$ cat config.mk
export PLATFORM = sky130hd
export DESIGN_NAME = utf16_to_utf8_transcoder_top
export DESIGN_NICKNAME = d
export VERILOG_FILES = /design/src/rtl/core/u2u8_pkg.sv /design/src/rtl/core/u2u8_front.sv /design/src/rtl/core/u2u8_queue.sv /design/src/rtl/core/u2u8_back.sv /design/src/rtl/core/utf16_to_utf8_transcoder_top.sv
export SDC_FILE = /design/constraint.sdc
export NUM_CORES = 1
export LEC_CHECK = 0
export ABC_AREA = 1
export BUFFER_PORTS_ARGS = -buffer_cell sky130_fd_sc_hd__buf_2
export CAP_MARGIN = 20
export CORE_MARGIN = 1.5
export CORE_UTILIZATION = 60
export DETAILED_ROUTE_END_ITERATION = 10
export HOLD_SLACK_MARGIN = 0.05
export MAX_ROUTING_LAYER = met4
export PLACE_DENSITY = 0.78
export SYNTH_ARGS = -nofsm -noshare
export SYNTH_HDL_FRONTEND = slang
export SYNTH_HIERARCHICAL = 1
export SYNTH_SLANG_ARGS = --single-unit
$ cat constraint.sdc
create_clock -name clk -period 5.1 [get_ports clk]
set_input_delay 1.53 -clock clk [delete_from_list [all_inputs] [get_ports clk]]
set_output_delay 1.53 -clock clk [all_outputs]
set_load 0.01 [all_outputs]
$ cat src/rtl/core/u2u8_pkg.sv
// Shared types, constants and the UTF-8 byte builder for the UTF-16 to UTF-8 transcoder.
package u2u8_pkg;

	// Input transaction: one UTF-16 code unit.
	typedef struct packed {
		logic [15:0] code_unit;
		logic        end_of_string;
	} unit_t;

	// Output transaction: one UTF-8 byte or one status item.
	typedef struct packed {
		logic [7:0] out_byte;
		logic       byte_valid;
		logic       run_last;
		logic       stream_end;
		logic       error;
	} res_t;

	// Work for the back end: up to four bytes, or one status item.
	typedef struct packed {
		logic [3:0][7:0] bytes;
		logic [1:0]      last_idx;
		logic            status;
		logic            stream_end;
		logic            error;
	} job_t;

	localparam int QDepth = 4;
	localparam int QPtrW  = $clog2(QDepth);
	localparam int QCntW  = $clog2(QDepth + 1);

	localparam logic [5:0]  HighTag  = 6'b110110;    // 0xD800..0xDBFF
	localparam logic [5:0]  LowTag   = 6'b110111;    // 0xDC00..0xDFFF
	localparam logic [20:0] SuppBase = 21'h10000;

	function automatic job_t status_job(logic eos, logic err);
		job_t j;
		j            = '0;
		j.status     = 1'b1;
		j.stream_end = eos;
		j.error      = err;
		return j;
	endfunction

	// UTF-8 bytes of a nonzero code point, first byte in bytes[0].
	function automatic job_t data_job(logic [20:0] cp, logic eos);
		job_t j;
		j            = '0;
		j.stream_end = eos;
		if (cp[20:7] == '0) begin
			j.bytes[0] = cp[7:0];
			j.last_idx = 2'd0;
		end else if (cp[20:11] == '0) begin
			j.bytes[0] = {3'b110, cp[10:6]};
			j.bytes[1] = {2'b10, cp[5:0]};
			j.last_idx = 2'd1;
		end else if (cp[20:16] == '0) begin
			j.bytes[0] = {4'b1110, cp[15:12]};
			j.bytes[1] = {2'b10, cp[11:6]};
			j.bytes[2] = {2'b10, cp[5:0]};
			j.last_idx = 2'd2;
		end else begin
			j.bytes[0] = {5'b11110, cp[20:18]};
			j.bytes[1] = {2'b10, cp[17:12]};
			j.bytes[2] = {2'b10, cp[11:6]};
			j.bytes[3] = {2'b10, cp[5:0]};
			j.last_idx = 2'd3;
		end
		return j;
	endfunction

endpackage

$ cat src/rtl/core/u2u8_front.sv
// Front end: accepts code units, tracks surrogate and error state, builds byte jobs.
module u2u8_front (
	input  logic             clk,
	input  logic             arst_n,
	input  logic             unit_valid,
	output logic             unit_stall,
	input  u2u8_pkg::unit_t  unit_data,
	input  logic             q_full,
	output logic             push,
	output u2u8_pkg::job_t   push_job
);
	import u2u8_pkg::*;

	logic [9:0]  pend_hi_q;
	logic        pend_q;
	logic        err_q;
	logic        take;
	logic        is_high;
	logic        is_low;
	logic [20:0] pair_cp;
	logic [20:0] cp;
	logic        do_data;
	logic        do_fail;
	logic        hold_high;
	logic        eos;

	assign unit_stall = q_full;
	assign take       = unit_valid && !q_full;
	assign eos        = unit_data.end_of_string;
	assign is_high    = unit_data.code_unit[15:10] == HighTag;
	assign is_low     = unit_data.code_unit[15:10] == LowTag;
	assign pair_cp    = {1'b0, pend_hi_q, unit_data.code_unit[9:0]} + SuppBase;

	always_comb begin
		do_data   = 1'b0;
		do_fail   = 1'b0;
		hold_high = 1'b0;
		cp        = {5'd0, unit_data.code_unit};
		if (!err_q) begin
			if (pend_q) begin
				if (is_low) begin
					do_data = 1'b1;
					cp      = pair_cp;
				end else begin
					do_fail = 1'b1;
				end
			end else if (is_high) begin
				if (eos) do_fail = 1'b1;
				else hold_high = 1'b1;
			end else if (is_low) begin
				do_fail = 1'b1;
			end else begin
				do_data = 1'b1;
			end
		end
	end

	always_comb begin
		push     = 1'b0;
		push_job = status_job(eos, 1'b0);
		if (take) begin
			if (err_q) begin
				push     = eos;
				push_job = status_job(1'b1, 1'b1);
			end else if (do_fail) begin
				push     = 1'b1;
				push_job = status_job(eos, 1'b1);
			end else if (do_data) begin
				if (cp == '0) begin
					push     = eos;        // zero unit: only the end marker
					push_job = status_job(1'b1, 1'b0);
				end else begin
					push     = 1'b1;
					push_job = data_job(cp, eos);
				end
			end
		end
	end

	always_ff @(posedge clk or negedge arst_n) begin
		if (!arst_n) begin
			pend_q <= 1'b0;
			err_q  <= 1'b0;
		end else if (take) begin
			pend_q <= hold_high;
			err_q  <= eos ? 1'b0 : (err_q || do_fail);
		end
	end

	always_ff @(posedge clk) begin
		if (take && hold_high) pend_hi_q <= unit_data.code_unit[9:0];
	end

endmodule

$ cat src/rtl/core/u2u8_queue.sv
// Small FIFO of byte jobs between the front and back ends.
module u2u8_queue (
	input  logic            clk,
	input  logic            arst_n,
	input  logic            push,
	input  u2u8_pkg::job_t  push_job,
	input  logic            pop,
	output logic            full,
	output logic            nonempty,
	output u2u8_pkg::job_t  head
);
	import u2u8_pkg::*;

	job_t             mem_q [QDepth];
	logic [QPtrW-1:0] wr_q;
	logic [QPtrW-1:0] rd_q;
	logic [QCntW-1:0] cnt_q;
	logic             do_push;
	logic             do_pop;

	assign full     = cnt_q == QCntW'(QDepth);
	assign nonempty = cnt_q != '0;
	assign head     = mem_q[rd_q];
	assign do_push  = push && !full;
	assign do_pop   = pop && nonempty;

	always_ff @(posedge clk or negedge arst_n) begin
		if (!arst_n) begin
			wr_q  <= '0;
			rd_q  <= '0;
			cnt_q <= '0;
		end else begin
			if (do_push) wr_q <= wr_q + 1'b1;
			if (do_pop) rd_q <= rd_q + 1'b1;
			if (do_push && !do_pop) cnt_q <= cnt_q + 1'b1;
			else if (do_pop && !do_push) cnt_q <= cnt_q - 1'b1;
		end
	end

	always_ff @(posedge clk) begin
		if (do_push) mem_q[wr_q] <= push_job;
	end

endmodule

$ cat src/rtl/core/u2u8_back.sv
// Back end: serializes each job into result transactions through an output register.
module u2u8_back (
	input  logic            clk,
	input  logic            arst_n,
	input  logic            nonempty,
	input  u2u8_pkg::job_t  head,
	output logic            pop,
	output logic            res_valid,
	input  logic            res_stall,
	output u2u8_pkg::res_t  res_data
);
	import u2u8_pkg::*;

	logic [1:0] idx_q;
	logic       valid_q;
	res_t       res_q;
	logic       load;
	logic       last;
	res_t       nxt;

	assign load = nonempty && (!valid_q || !res_stall);
	assign last = idx_q == head.last_idx;
	assign pop  = load && last;

	always_comb begin
		nxt.out_byte   = head.status ? 8'd0 : head.bytes[idx_q];
		nxt.byte_valid = !head.status;
		nxt.run_last   = last;
		nxt.stream_end = last && head.stream_end;
		nxt.error      = head.error;
	end

	always_ff @(posedge clk or negedge arst_n) begin
		if (!arst_n) begin
			valid_q <= 1'b0;
			idx_q   <= '0;
		end else begin
			if (load) begin
				valid_q <= 1'b1;
				idx_q   <= last ? 2'd0 : idx_q + 2'd1;
			end else if (!res_stall) begin
				valid_q <= 1'b0;
			end
		end
	end

	always_ff @(posedge clk) begin
		if (load) res_q <= nxt;
	end

	assign res_valid = valid_q;
	assign res_data  = res_q;

endmodule

$ cat src/rtl/core/utf16_to_utf8_transcoder_top.sv
// UTF-16 to UTF-8 transcoder: top level joining front end, job queue and back end.
// A unit's job is queued; its results leave through the back end's output register.
// Throughput: one result transaction per cycle while res_stall is low, set by the back
// end's byte serializer; a code unit yields up to four results (its UTF-8 length).
// The front accepts one unit per cycle while the 4-entry job queue has room.
// Reset (arst_n low, asynchronous) clears surrogate, error, queue and output state.
module utf16_to_utf8_transcoder_top (
	input  logic             clk,
	input  logic             arst_n,
	input  logic             unit_valid,
	output logic             unit_stall,
	input  u2u8_pkg::unit_t  unit_data,
	output logic             res_valid,
	input  logic             res_stall,
	output u2u8_pkg::res_t   res_data
);
	import u2u8_pkg::*;

	logic q_full;
	logic q_nonempty;
	logic push;
	logic pop;
	job_t push_job;
	job_t head;

	// Classification: surrogate pairing, error latch, byte building.
	u2u8_front u_front (
		.clk        (clk),
		.arst_n     (arst_n),
		.unit_valid (unit_valid),
		.unit_stall (unit_stall),
		.unit_data  (unit_data),
		.q_full     (q_full),
		.push       (push),
		.push_job   (push_job)
	);

	// Decouples the unit side from the byte side.
	u2u8_queue u_queue (
		.clk      (clk),
		.arst_n   (arst_n),
		.push     (push),
		.push_job (push_job),
		.pop      (pop),
		.full     (q_full),
		.nonempty (q_nonempty),
		.head     (head)
	);

	// One byte (or status item) per transaction.
	u2u8_back u_back (
		.clk       (clk),
		.arst_n    (arst_n),
		.nonempty  (q_nonempty),
		.head      (head),
		.pop       (pop),
		.res_valid (res_valid),
		.res_stall (res_stall),
		.res_data  (res_data)
	);

endmodule

==> Word-level counts from Yosys, hierarchy flattened <==
Memories as Yosys holds them, arrays and structs flattened.
Cells that the tools add are included.
{ "op_classes": {"add_sub_neg": 6, "magnitude_cmp": 1, "n_eq_ne": 5, "n_mux": 42, "n_reduce_logical": 23} }
{ "ops": {"columns": ["operator", "count"], "rows": [
  ["2-to-1 mux 37 bit", 5],
  ["2-to-1 mux 21 bit", 3],
  ["2-to-1 mux 24 bit", 2],
  ["2-to-1 mux 1 bit", 23],
  ["adder 20 x 17 -> 21 bit, second input constant", 1],
  ["logical NOT 21 bit", 1],
  ["2-to-1 mux 18 bit", 1],
  ["binary-select mux 8 bit (select 2 bit)", 1],
  ["2-to-1 mux 16 bit", 1],
  ["2-to-1 mux 8 bit", 2],
  ["logical NOT 14 bit", 1],
  ["equality test 6 bit, second input constant", 2],
  ["logical NOT 10 bit", 1],
  ["2-to-1 mux 10 bit", 1],
  ["logical AND 1 bit", 9],
  ["adder 2 x 1 -> 2 bit, second input constant", 3],
  ["logical NOT 1 bit", 6],
  ["2-to-1 mux 3 bit", 2],
  ["logical NOT 5 bit", 1],
  ["adder 3 x 1 -> 3 bit, second input constant", 1],
  ["equality test 3 bit, second input constant", 1],
  ["less-than comparator 2 x 3 -> 1 bit, second input constant", 1],
  ["nonzero test 3 bit", 1],
  ["subtractor 3 x 1 -> 3 bit, second input constant", 1],
  ["other kinds (5)", 6]
]} }
{ "word_totals": {"register_bits": 34, "ram_bits": 148, "inputBits": 21, "word_cells": 91, "mem_count": 1} }
{ "memory_table": {"columns": ["name", "words", "word_bits", "read_ports", "rd_clocked_by_memory_dff", "wr", "line", "source"], "rows": [
  ["u_queue.mem_q", 4, 37, 1, 0, 1, "u2u8_queue.sv:14", "job_t mem_q [QDepth];"]
]} }

==> Depth between registers and ports, before layout <==
Gate-level depths: netlist (run 1).
{ "logic_depth": {"ltp_word": 15, "depth_mapped": 22} }

==> Modules after synthesis <==
Netlist (run 1), hierarchy kept.
{ "by_module_without_submodules": {"columns": ["module", "n_inst", "cells_per_inst", "area_per_inst_um2", "seq_area_each_um2"], "rows": [
  ["u2u8_queue", 1, 492, 6381.1, 4619.4],
  ["u2u8_front", 1, 256, 1515.2, 350.3],
  ["u2u8_back", 1, 136, 978.4, 435.4]
]} }

==> Worst setup path before layout (run 1) <==
Ideal clock, no wire load.
{ "synth_path": {"path_kind": "input-to-reg", "startpoint": "input port unit_data[11] in the netlist's numbering", "endpoint": "memory u_queue/mem_q[0][0] in the netlist's numbering (enable)", "arrival_ns": 4.346, "required_time_ns": 4.669, "slack_ns": 0.323, "cell_stages": 12, "cell_sequence": "nand2_1 > inv_2 > nand3_2 > nor2_4 > nand2_1 > nand3_1 > nor2_4 > nand3_1 > a21oi_1 > nor2_1 > nand2_1 > nor2_1"} }
{ "synth_between": {"elab_chain_cells": 13, "word_cells_on_any_way": 22} }
{ "synth_rtl": {"columns": ["element", "line", "source"], "rows": [
  ["from (decl)", "utf16_to_utf8_transcoder_top.sv:12", "input u2u8_pkg::unit_t unit_data,"],
  ["equality test 6 bit", "u2u8_front.sv:31", "assign is_low = unit_data.code_unit[15:10] == LowTag;"],
  ["2-to-1 mux 21 bit", "u2u8_front.sv:41", "if (is_low) begin"],
  ["2-to-1 mux 21 bit", "u2u8_front.sv:40", "if (pend_q) begin"],
  ["2-to-1 mux 21 bit", "u2u8_front.sv:39", "if (!err_q) begin"],
  ["logical NOT 21 bit", "u2u8_front.sv:69", "if (cp == '0) begin"],
  ["2-to-1 mux 1 bit", "u2u8_front.sv:69", null],
  ["2-to-1 mux 1 bit", "u2u8_front.sv:68", "end else if (do_data) begin"],
  ["2-to-1 mux 1 bit (*)", "u2u8_front.sv:65", "end else if (do_fail) begin"],
  ["2-to-1 mux 1 bit (*)", "u2u8_front.sv:62", "if (err_q) begin"],
  ["2-to-1 mux 1 bit (*)", "u2u8_front.sv:61", "if (take) begin"],
  ["named net push", "utf16_to_utf8_transcoder_top.sv:21", "logic push;"],
  ["logical AND 1 bit (*)", "u2u8_queue.sv:24", "assign do_push = push && !full;"],
  ["2-to-1 mux 1 bit (*)", "u2u8_queue.sv:41", "if (do_push) mem_q[wr_q] <= push_job;"],
  ["2-to-1 mux 1 bit (implied by the code) (*)", "u2u8_queue.sv:41", null],
  ["to (decl)", "u2u8_queue.sv:14", null]
]} }
The timed path passes the listed nets; every way through them passes the cells marked *.

==> Worst setup path in the final report (run 1) <==
{ "layout_path": {"startpoint": "input port unit_data[11] in the netlist's numbering", "endpoint": "register u_queue.cnt_q[1]"} }
{ "layout_between": {"elab_chain_cells": 14, "word_cells_on_any_way": 25} }
{ "layout_rtl": {"columns": ["element", "line", "source"], "rows": [
  ["equality test 6 bit", "u2u8_front.sv:31", null],
  ["2-to-1 mux 21 bit", "u2u8_front.sv:41", null],
  ["2-to-1 mux 21 bit", "u2u8_front.sv:40", null],
  ["2-to-1 mux 21 bit", "u2u8_front.sv:39", null],
  ["logical NOT 21 bit", "u2u8_front.sv:69", null],
  ["2-to-1 mux 1 bit", "u2u8_front.sv:69", null],
  ["2-to-1 mux 1 bit", "u2u8_front.sv:68", null],
  ["2-to-1 mux 1 bit (*)", "u2u8_front.sv:65", null],
  ["2-to-1 mux 1 bit (*)", "u2u8_front.sv:62", null],
  ["2-to-1 mux 1 bit (*)", "u2u8_front.sv:61", null],
  ["named net push", "utf16_to_utf8_transcoder_top.sv:21", null],
  ["logical AND 1 bit (*)", "u2u8_queue.sv:24", null],
  ["named net u_queue.do_push", "u2u8_queue.sv:18", "logic do_push;"],
  ["logical NOT 1 bit", "u2u8_queue.sv:36", "else if (do_pop && !do_push) cnt_q <= cnt_q - 1'b1;"],
  ["logical AND 1 bit", "u2u8_queue.sv:36", null],
  ["nonzero test 2 bit (no line)", null, null],
  ["to (signal assigned)", "u2u8_queue.sv:35", "if (do_push && !do_pop) cnt_q <= cnt_q + 1'b1;"],
  ["to (signal assigned)", "u2u8_queue.sv:36", null],
  ["to (decl)", "u2u8_queue.sv:17", "logic [QCntW-1:0] cnt_q;"]
]} }
Marks and branches as above.
A chain may end at the register's enable or synchronous reset.

==> impl_results.md, run 1 <==
* Bufs on Longest Clock Path at 2
* Post-CTS setup buffer count at 0
* Synth area leader: edfxtp_1
* Clk_lat worst skew at roughly 0.43 ns
* Dpl ws at 0.504 ns
* Total of fill cells in the finished design at ~1100
* Final setup vio count at 0
* Seq. cell area at between 5000 and 6000 um^2
* Class of the worst hold path: register to register
* Drt first pass iters at 5
* Number of remaining DRC errors at 0
* Routed wire per std cell at between 15 and 20 um
* Pin count of the biggest net entering global routing at 95
* Yosys cell types at 34
* Buf/Inv on CP at 4
* Syn. warnings at 6
* Port bufs at 34
* Maxcap violations at 0
* Tmin final at 4.18 ns
* R2R Path Start: u_front/pend_q$_DFFE_PN0P_
* Die Wd at 125 um
* Final Net Count at 936
* Worst setup EP type: register
* Post-Route Skew at 0.00551 ns
* Synth cell count leaders: 238 x nand2_1, 170 x edfxtp_1, 167 x inv_1, 64 x o211ai_1, 57 x nor2_1
* Vias at 6112
* Critical Path, Cell by Cell: buf_2 > nand2_1 > inv_2 > nand3_2 > nor2_4 > nand2_1 > nand2_1 > nand2_1 > nor2_1 > nand3_1 > a21oi_1 > nor2_1 > nand2_1 > inv_1 > ha_1 > inv_1 > fa_1 > nand2_1 > o21ai_0
* Internal power at 3.49 mW
* Capturing point of the worst reg2reg path: u_queue/cnt_q[1]$_DFFE_PN0P_
* Fraction of layout cells with a size suffix above 1 at 0.120
* Critical path's slowest cell: fa_1
* #FFs+latches synth at 182
* Initial antenna violation count at 0
* PnR worst setup slack at about 0.9 ns
* WL final at 18100 um
* Main synth FF type: edfxtp_1
* Area of the multi-input gates at 2520 um^2
* CP Data Required Time at 5.41 ns
* Kind of critical path: input pin to register
* R2r setup slk at 1.67 ns
* Metal3 WL at about 1200 um
* Synth top area share at 0.575
* Antenna diodes at 0
* Final slew viol count at 0
* Hold Startpoint: u_queue/cnt_q[2]$_DFFE_PN0P_
* DRT antenna net count at 0
* CP max FO at 9
* DPL Wire Length at 11500 um
* Post-Syn Instances at between 800 and 900
* Wl on met1 at between 7000 and 8000 um
* FP Rows at 44
* CTS tree: yes
* Switching part of the total power at 0.355
* DR top layer: met4
* Pwr dens at 557 nW/um^2
* Register clock-pin slew on the reported worst setup and hold paths at approximately 0.060 ns
* Synthesized area per cell at 10.0 um^2
* Outcome: complete, no violations
* Worst Reg-to-Reg Cells at 18
* Full die area at 15500 um^2
* Ys async rst share at 0.0659
* Chip Height at 125 um
* Worst hold path depth at 2
* Met2 wire len at 9040 um
* Post-synth EDFFs at 170
* Area growth, synth to finish at 9.49%
* Crit path DAT at 4.48 ns
* Vias in the first global route at 5930
* Worst path top cell family by delay: simple AND/OR/NAND/NOR gates
* CTS root buf: clkbuf_16
* Area of the core at 14500 um^2
* Drt initial violations at around 550
* RSZ-0062 raised after global routing: false
* Post-synthesis sequential area ratio at 0.609
* Global route total overflow at 0
* Max VDD drop at 394 uV
* Part of the power in registers at 0.405
* Cts repair resizes at 0
* Relative slew slack at 0.373
* # hold bufs at CTS at 0
* Vias per cell at between 5 and 6
* Switching power at about 1.9 mW
* Io pins at 35
* Pleak at 4.32 nW
* Initial Util at 0.613
* F_max at 239 MHz
* Final hold vios at 0
* CP peak stage delay at 0.42 ns
* Total CTS buffers at 17
* Crit path top cell by count: nand2_1
* Setup TNS at 0 ns
* Clk sink count at between 150 and 200
* H-tree levels at 4
* Most frequent cell after synthesis: nand2_1
* Hold EP: u_queue/cnt_q[2]$_DFFE_PN0P_
* Synth top area cells: edfxtp_1 58%, nand2_1 10%, inv_1 7.1%
* Gpl congestion at between 0.8 and 0.9
* Part of the cycle the worst path needs at 0.819
* Clock Power Share at 0.267
* Cell Area, Synth at 8870 um^2
* First-pass GRT wire length at between 20000 and 30000 um
* Worst-Margin Slew at around 0.94 ns
* Startpoint Class: input pin
* Overall routing resource usage at 0.249
* Comb pwr share at 0.328
## sequential cells by signal (all words and copies together) (netlist names)
register           flops
u_back/res_valid       1
u_front/pend_q         1
u_queue/rd_q           2
u_front/pend_hi_q     10
u_queue/mem_q        148
u_back/idx_q           2
u_front/err_q          1
u_queue/wr_q           2
u_back/res_data       12
u_queue/cnt_q          3
## metal layers
layer  global-route usage  vias up
li1                     -     2955
met1                0.310     2878
met2                0.409      245
met3               0.0408       34
met4                0.103        0
met5                    -        -
## power by group through the flow
stage          registers (mW)  clock network, mW  logic (mW)
2_1_floorplan            2.20                  0        1.40
3_3_place_gp             2.21                  0        1.71
3_5_place_dp             2.22                  0        1.76
4_1_cts                  2.19               1.46        1.78
5_1_grt                  2.22               1.51        2.00
6_report                 2.19               1.44        1.78
## layout make-up
type | instances | share of cell area
inverter | 177 | 0.0690
multi-input combinational | 488 | 0.260
timing repair buffer | 42 | 0.0237
tap | 184 | 0.0237
clock inverter | 14 | 0.0238
clock buffer | 17 | 0.0438
sequential | 182 | 0.556
## kinds of logic (layout without fill, tap and decap cells)
group / after synthesis / in the layout / synth area share
xor+xnor: 1 / 1 / 0.000987
flops: 182 / 182 / 0.609
other cells: 1 / 3 / 0.000423
buf+inv: 216 / 250 / 0.111
fa+ha+maj: 7 / 7 / 0.0107
compound gates: 105 / 105 / 0.0867
simple gates: 372 / 372 / 0.181
## how the worst max path moves through the flow
stage / start / end / cells past startpoint
global placement: unit_data[11] / u_queue/cnt_q[1]$_DFFE_PN0P_ / 19
floorplan: unit_data[11] / u_queue/mem_q[0][0]$_DFFE_PP_ / 12
detailed placement: unit_data[11] / u_queue/cnt_q[1]$_DFFE_PN0P_ / 19
global route: unit_data[12] / u_queue/cnt_q[1]$_DFFE_PN0P_ / 19
finish: unit_data[11] / u_queue/cnt_q[1]$_DFFE_PN0P_ / 19
CTS: unit_data[11] / u_queue/cnt_q[1]$_DFFE_PN0P_ / 19
## layout by cell type, fill, tap and decap left out, types with 2 or more instances in the layout
cell type	n
nand3_1	40
dfrtp_1	12
nand2_1	238
o211ai_1	64
nand3_4	2
nand4_1	21
ha_1	6
inv_1	167
buf_2	34
nor2_4	9
inv_4	2
clkinv_1	2
clkbuf_16	17
conb_1	3
nand3_2	2
a21oi_1	19
edfxtp_1	170
o21ai_0	8
nor2_1	53
bufinv_16	6
o211ai_2	10
buf_4	8
inv_2	7
clkinv_4	2
clkinv_2	3
nand2_2	4
## metrics by stage
stage	cells	total power, mW	utilization	area [um^2]	hold slack (ns)
after floorplan	886	3.60	-	8880	0.463
after global placement	1073	3.92	0.626	9060	0.479
after detailed placement	1073	3.98	0.626	9060	0.488
after global routing	1104	5.73	0.671	9720	0.549
after CTS	1104	5.43	0.671	9720	0.503
final	1104	5.41	0.671	9720	0.511
## tightest hold or removal path, delay by kind of cell, from the launching register on
family           cells  cell delay [ns]
DFF                  1             0.37
and+or+nand+nor      2             0.11
(Power assumes the default switching activity.)
==> run 2: changes to the inputs <==
==> constraint.sdc (replaced) <==
create_clock -name clk -period 4.3 [get_ports clk]
set_input_delay 1.29 -clock clk [delete_from_list [all_inputs] [get_ports clk]]
set_output_delay 1.29 -clock clk [all_outputs]
set_load 0.01 [all_outputs]
==> impl_results.md, run 2 (synthesized netlist as in run 1, its figures left out) <==
* Outcome: complete, no violations
* H-tree levels at 4 (unchanged)
* Routed wire per std cell at 15.9 um (-2.9%)
* Total power at 6.27 mW (+16%)
* Maxcap violations at 0 (unchanged)
* DRT antenna net count at 0 (unchanged)
* Register clock-pin slew on the reported worst setup and hold paths at 0.06 ns (about the same)
* Worst-Margin Slew at 0.928 ns (-0.0126 ns)
* Crit path capture: u_queue/cnt_q[1]$_DFFE_PN0P_
* R2R Path Start: u_front/pend_q$_DFFE_PN0P_
* Largest reg by FF count: u_queue/mem_q
* Area growth, synth to finish at 9.91%
* Vias per cell at 5.45 (-1.5%)
* Commonest non-fill, non-tap cells in the layout: 238 x nand2_1, 170 x edfxtp_1, 167 x inv_1
* Crit path from: unit_data[11]
* Final Net Count at 942 (+0.64%)
* Global route total overflow at 0 (unchanged)
* Pin count of the biggest net entering global routing at 63 (-34%)
* Tmin final at 3.38 ns
* Critical path's slowest cell: fa_1
* CP Data Required Time at 4.61 ns (-0.80 ns)
* Post-CTS setup buffer count at 0 (unchanged)
* Overall routing resource usage at 0.244 (-0.00505)
* Placed cell count at 1079 (+0.56%)
* Max reg flops at 148 (unchanged)
* Relative slew slack at 0.379 (+0.00609)
* Worst Reg-to-Reg Cells at 18 (unchanged)
* Final hold vios at 0 (unchanged)
* Gpl congestion at 0.924 (+4.3%)
* Vias in the first global route at 5737 (-3.3%)
* Drt first pass iters at 5 (unchanged)
* Kind of critical path: input pin to register
* Clk_lat worst skew at 0.43 ns (about the same)
* F_max at 296 MHz
* Area of the core at 14500 um^2 (unchanged)
* Cts repair resizes at 0 (unchanged)
* Number of remaining DRC errors at 0 (unchanged)
* Port bufs at 34 (unchanged)
* CTS tree: yes
* Pwr dens at 643 nW/um^2 (+15%)
* RSZ-0062 raised after global routing: false
* Final slew viol count at 0 (unchanged)
* Startpoint Class: input pin
* WL final at 17700 um (-2.3%)
* Critical Path, Cell by Cell: buf_2 > nand2_1 > inv_2 > nand3_2 > nor2_4 > nand2_1 > nand2_1 > nand2_1 > nor2_1 > nand3_1 > a21oi_1 > nor2_1 > nand2_1 > inv_1 > ha_1 > inv_1 > fa_1 > nand2_1 > o21ai_0
* CTS root buf: clkbuf_16
* Final setup vio count at 0 (unchanged)
* Drt initial violations at 481 (-12%)
* Post-Route Skew at 0.0127 ns (+0.00715 ns)
* # hold bufs at CTS at 0 (unchanged)
* Worst setup EP type: register
* Fraction of layout cells with a size suffix above 1 at 0.124 (+0.00449)
* Most common cell after layout, fill and taps aside: nand2_1
* Antenna diodes at 0 (unchanged)
* Initial antenna violation count at 0 (unchanged)
* CP peak stage delay at 0.42 ns (about the same)
* Crit path top cell by count: nand2_1
* R2r setup slk at 1.39 ns (-0.28 ns)
* Dpl ws at 0.492 ns (-0.0125 ns)
* Vias at 6057 (-0.90%)
* Crit path DAT at 3.69 ns (-0.79 ns)
* Bufs on Longest Clock Path at 2 (unchanged)
* Stages on worst setup path at 19 (unchanged)
* CP max FO at 9 (unchanged)
* Capturing point of the worst reg2reg path: u_queue/cnt_q[1]$_DFFE_PN0P_
* Full die area at 15500 um^2 (unchanged)
* Worst path top cell family by delay: simple AND/OR/NAND/NOR gates
* Io pins at 35 (unchanged)
* PnR worst setup slack at 0.919 ns (-0.00490 ns)
* Initial Util at 0.613 (unchanged)
* Chip Height at 125 um (unchanged)
* Clk sink count at 182 (unchanged)
* FP Rows at 44 (unchanged)
* DPL Wire Length at 11600 um (+1.1%)
* Pleak at 4.33 nW (+0.18%)
* Buf/Inv on CP at 4 (unchanged)
* Part of the cycle the worst path needs at 0.786
* Max VDD drop at 435 uV (+11%)
* Class of the worst hold path: register to register
* Die Wd at 125 um (unchanged)
* Total CTS buffers at 17 (unchanged)
* Post-route insts no fill at 1111 (+0.63%)
* First-pass GRT wire length at 28200 um (-2.3%)
## run 2: cell count changes in the layout (fill, tap and decap cells not counted)
cell,change
buf_12,+5
bufinv_16,-3
clkinv_1,+2
buf_4,+1
clkinv_2,+1
clkinvlp_4,+1
## run 2: layout make-up
type | count | area [um^2]
clock buffers | 17 | 425
clock inverters | 15 | 161
fillers | 1109 | 4720
inverters | 177 | 671
multi-input cells | 488 | 2520
flip-flops and latches | 182 | 5410
well taps | 184 | 230
repair buffers | 48 | 338
## run 2: worst min-delay path by stage
stage                            startpoint                      endpoint  slack [ns]  cells after the start
6_report       u_queue/cnt_q[2]$_DFFE_PN0P_  u_queue/cnt_q[2]$_DFFE_PN0P_        0.51                      2
5_1_grt        u_queue/cnt_q[2]$_DFFE_PN0P_  u_queue/cnt_q[2]$_DFFE_PN0P_        0.56                      2
4_1_cts        u_queue/cnt_q[2]$_DFFE_PN0P_  u_queue/cnt_q[2]$_DFFE_PN0P_        0.52                      2
3_5_place_dp   u_queue/cnt_q[2]$_DFFE_PN0P_  u_queue/cnt_q[2]$_DFFE_PN0P_        0.51                      2
3_3_place_gp   u_queue/cnt_q[2]$_DFFE_PN0P_  u_queue/cnt_q[2]$_DFFE_PN0P_        0.48                      2
2_1_floorplan  u_queue/cnt_q[2]$_DFFE_PN0P_  u_queue/cnt_q[2]$_DFFE_PN0P_        0.46                      2
## run 2: layer usage
layer / routed length [um] / global-route usage / vias to the layer above
met5: 0 / - / -
met4: 416 / 0.0926 / 0
met3: 1120 / 0.0464 / 38
met2: 8840 / 0.400 / 207
met1: 7300 / 0.304 / 2840
li1: - / - / 2972
## run 2: stage by stage
step | TNS, ns | utilization | instance area (um^2) | hold WS (ns)
4_1_cts | 0 | 0.674 | 9750 | 0.523
5_1_grt | 0 | 0.674 | 9750 | 0.564
3_5_place_dp | 0 | 0.633 | 9170 | 0.508
3_3_place_gp | 0 | 0.633 | 9170 | 0.480
6_report | 0 | 0.674 | 9750 | 0.514
2_1_floorplan | -35.09 | - | 8880 | 0.463
## run 2: report_power, final
group / internal [mW] / switching [mW] / total [mW] / leakage [nW]
registers: 2.43 / 0.129 / 2.56 / 1.76
clock network: 0.904 / 0.623 / 1.53 / 0.283
logic: 0.675 / 1.51 / 2.18 / 2.29
total: 4.01 / 2.26 / 6.27 / 4.33
## run 2: worst reg2reg max path: cells and delay by family, from the launching register on
family	cells	cell delay [ns]
simple gates	10	1.10
fa+ha+maj	2	0.62
flops	1	0.55
buf+inv	4	0.29
compound gates	2	0.25
==> run 3: changes to the inputs <==
--- a/config.mk
+++ b/config.mk
@@ -5,7 +5,7 @@
 export SDC_FILE = /design/constraint.sdc
 export NUM_CORES = 1
 export LEC_CHECK = 0
-export ABC_AREA = 1
+export ABC_AREA = 0
 export BUFFER_PORTS_ARGS = -buffer_cell sky130_fd_sc_hd__buf_2
 export CAP_MARGIN = 20
 export CORE_MARGIN = 1.5
==> constraint.sdc (replaced) <==
create_clock -name clk -period 3.2 [get_ports clk]
set_input_delay 0.96 -clock clk [delete_from_list [all_inputs] [get_ports clk]]
set_output_delay 0.96 -clock clk [all_outputs]
set_load 0.01 [all_outputs]
==> impl_results.md, run 3 <==
* Outcome: complete, no violations
* Kind of critical path: input pin to register
* Initial antenna violation count at 0 (unchanged)
* Full die area at 13700 um^2 (-11%)
* Worst Reg-to-Reg Cells at 9 (-9)
* Routed wire per std cell at 22.3 um (+40%)
* Port bufs at 34 (unchanged)
* Register clock-pin slew on the reported worst setup and hold paths at 0.06 ns (about the same)
* Final setup vio count at 0 (unchanged)
* Synth cell count leaders: 170 x edfxtp_1, 43 x mux4_2, 21 x and2_1, 17 x nor2_1, 16 x a21oi_1
* Startpoint Class: input pin
* Post-synth EDFFs at 170 (unchanged)
* RSZ-0062 raised after global routing: false
* Tmin final at 3.02 ns
* Max VDD drop at 529 uV (+22%)
* DRT antenna net count at 0 (unchanged)
* Relative slew slack at 0.535 (+0.156)
* Hold WS at 0.418 ns (-0.0961 ns)
* H-tree levels at 4 (unchanged)
* Max reg flops at 148 (unchanged)
* Gpl congestion at 0.933 (+1.0%)
* FP Rows at 41 (-6.8%)
* Synth area leader: edfxtp_1
* Clk_lat worst skew at 0.43 ns (about the same)
* WL final at 15800 um (-11%)
* Worst-Margin Slew at 0.697 ns (-0.230 ns)
* Maxcap violations at 0 (unchanged)
* # hold bufs at CTS at 0 (unchanged)
* Cell Area, Synth at 7830 um^2 (-12%)
* Drt initial violations at 530 (+10%)
* Yosys cell types at 60 (+76%)
* Crit path DAT at 3.33 ns (-0.36 ns)
* Post-Route Skew at 0.00997 ns (-0.00269 ns)
* Pleak at 3.23 nW (-25%)
* CTS tree: yes
* Most common cell after layout, fill and taps aside: edfxtp_1
* Antenna diodes at 0 (unchanged)
* CP Data Required Time at 3.51 ns (-1.10 ns)
* Io pins at 35 (unchanged)
* Worst path top cell family by delay: simple AND/OR/NAND/NOR gates
* CP max FO at 3 (-6)
* CP peak stage delay at 0.52 ns (+0.10 ns)
* Drt first pass iters at 8 (+3)
* Post-Syn Instances at 440 (-50%)
* Post-synthesis sequential area ratio at 0.690 (+0.0810)
* Most frequent cell after synthesis: edfxtp_1
* Synth top area cells: edfxtp_1 65%, mux4_2 12%, dfrtp_1 3.8%
* Ys async rst share at 0.0659 (unchanged)
* Bufs on Longest Clock Path at 2 (unchanged)
* CTS root buf: clkbuf_16
* Initial Util at 0.618 (+0.00520)
* Number of remaining DRC errors at 0 (unchanged)
* Class of the worst hold path: input pin to async pin
* Main synth FF type: edfxtp_1
* Syn. warnings at 6 (unchanged)
* Stages on worst setup path at 11 (-8)
* Buf/Inv on CP at 2 (-2)
* Synthesized area per cell at 17.8 um^2 (+77%)
* Global route total overflow at 0 (unchanged)
* Pwr dens at 853 nW/um^2 (+33%)
* DPL Wire Length at 9990 um (-14%)
* Final slew viol count at 0 (unchanged)
* #FFs+latches synth at 182 (unchanged)
* Overall routing resource usage at 0.265 (+0.0210)
* Vias in the first global route at 4417 (-23%)
* F_max at 331 MHz
* Critical path's slowest cell: or4_1
* Area of the core at 12700 um^2 (-12%)
* Commonest non-fill, non-tap cells in the layout: 170 x edfxtp_1, 51 x buf_4, 43 x mux4_2
* Area growth, synth to finish at 16.5%
* Post-route insts no fill at 709 (-36%)
* Largest reg by FF count: u_queue/mem_q
* Pin count of the biggest net entering global routing at 38 (-40%)
* Critical Path, Cell by Cell: buf_2 > or4_1 > o21ai_1 > and4_1 > a41oi_2 > o21a_1 > nor2b_2 > ha_4 > inv_2 > fa_1 > mux2_2
* Part of the cycle the worst path needs at 0.943
* Clk sink count at 182 (unchanged)
* First-pass GRT wire length at 24800 um (-12%)
* Die Wd at 117 um (-5.9%)
* Final Net Count at 552 (-41%)
* Vias at 4376 (-28%)
* Final hold vios at 0 (unchanged)
* Synth top area share at 0.652 (+0.0765)
* Vias per cell at 6.17 (+13%)
* Fraction of layout cells with a size suffix above 1 at 0.339 (+0.215)
* Total CTS buffers at 17 (unchanged)
* Worst setup EP type: register
* Placed cell count at 676 (-37%)
* Chip Height at 117 um (-5.9%)
==> run 3: path summary, 6_finish.rpt <==
path                                              startpoint                           end  slack, ns
worst max-delay path                           unit_data[13]  u_queue/cnt_q[1]$_DFFE_PN0P_       0.18
worst min-delay path                                  arst_n   u_back/idx_q[1]$_DFFE_PN0P_       0.42
worst max register to register   u_queue/rd_q[0]$_DFFE_PN0P_  u_queue/cnt_q[1]$_DFFE_PN0P_       0.22
worst min register to register  u_queue/cnt_q[2]$_DFFE_PN0P_  u_queue/cnt_q[2]$_DFFE_PN0P_       0.50
max in group asynchronous                             arst_n   u_queue/rd_q[0]$_DFFE_PN0P_       2.53
min in group clk                u_queue/cnt_q[2]$_DFFE_PN0P_  u_queue/cnt_q[2]$_DFFE_PN0P_       0.50
==> run 3: repair_timing <==
item / CTS / global route
setup buffers: 0 / 1
resized for setup: 0 / 1
setup endpoints to repair: 0 / 1
==> run 3: cells by family (layout without fill, tap and decap cells) <==
kind of cell / Yosys count / after routing / synth area share
mux: 52 / 52 / 0.140
fa+ha+maj: 7 / 7 / 0.0121
buf+inv: 36 / 131 / 0.0260
simple gates: 93 / 93 / 0.0682
xor+xnor: 10 / 10 / 0.0112
other cells: 1 / 3 / 0.000479
compound gates: 59 / 59 / 0.0522
flops: 182 / 182 / 0.690
==> run 3: layout make-up <==
type	count	area (um^2)
multi-input cells	224	2270
fillers	773	3550
flip-flops and latches	182	5410
inverters	10	37.5
well taps	172	215
clock inverters	13	130
repair buffers	89	633
clock buffers	19	433
==> run 3: metal layers <==
| metal | GRT usage | wire length, um | up-vias |
|---|---|---|---|
| li1 | - | - | 1938 |
| met1 | 0.339 | 6280 | 2204 |
| met2 | 0.429 | 8160 | 199 |
| met3 | 0.0602 | 1060 | 35 |
| met4 | 0.0851 | 300 | 0 |
| met5 | - | 0 | - |
==> run 3: power by group <==
part	switching, mW	internal (mW)
Sequential	0.238	3.27
Clock	0.835	1.14
Combinational	1.16	1.14
==> run 3: through the flow <==
stage | worst slack [ns] | utilization | setup TNS (ns) | instance area [um^2] | total power [mW]
after global placement | -0.270 | 0.675 | -19.74 | 8550 | 5.73
after floorplan | -0.254 | - | -26.72 | 7890 | 5.15
after detailed placement | -0.305 | 0.675 | -23.85 | 8550 | 5.85
after global routing | 0.0354 | 0.720 | 0 | 9120 | 8.15
final | 0.181 | 0.720 | 0 | 9120 | 7.79
after CTS | 0.134 | 0.719 | 0 | 9110 | 7.86
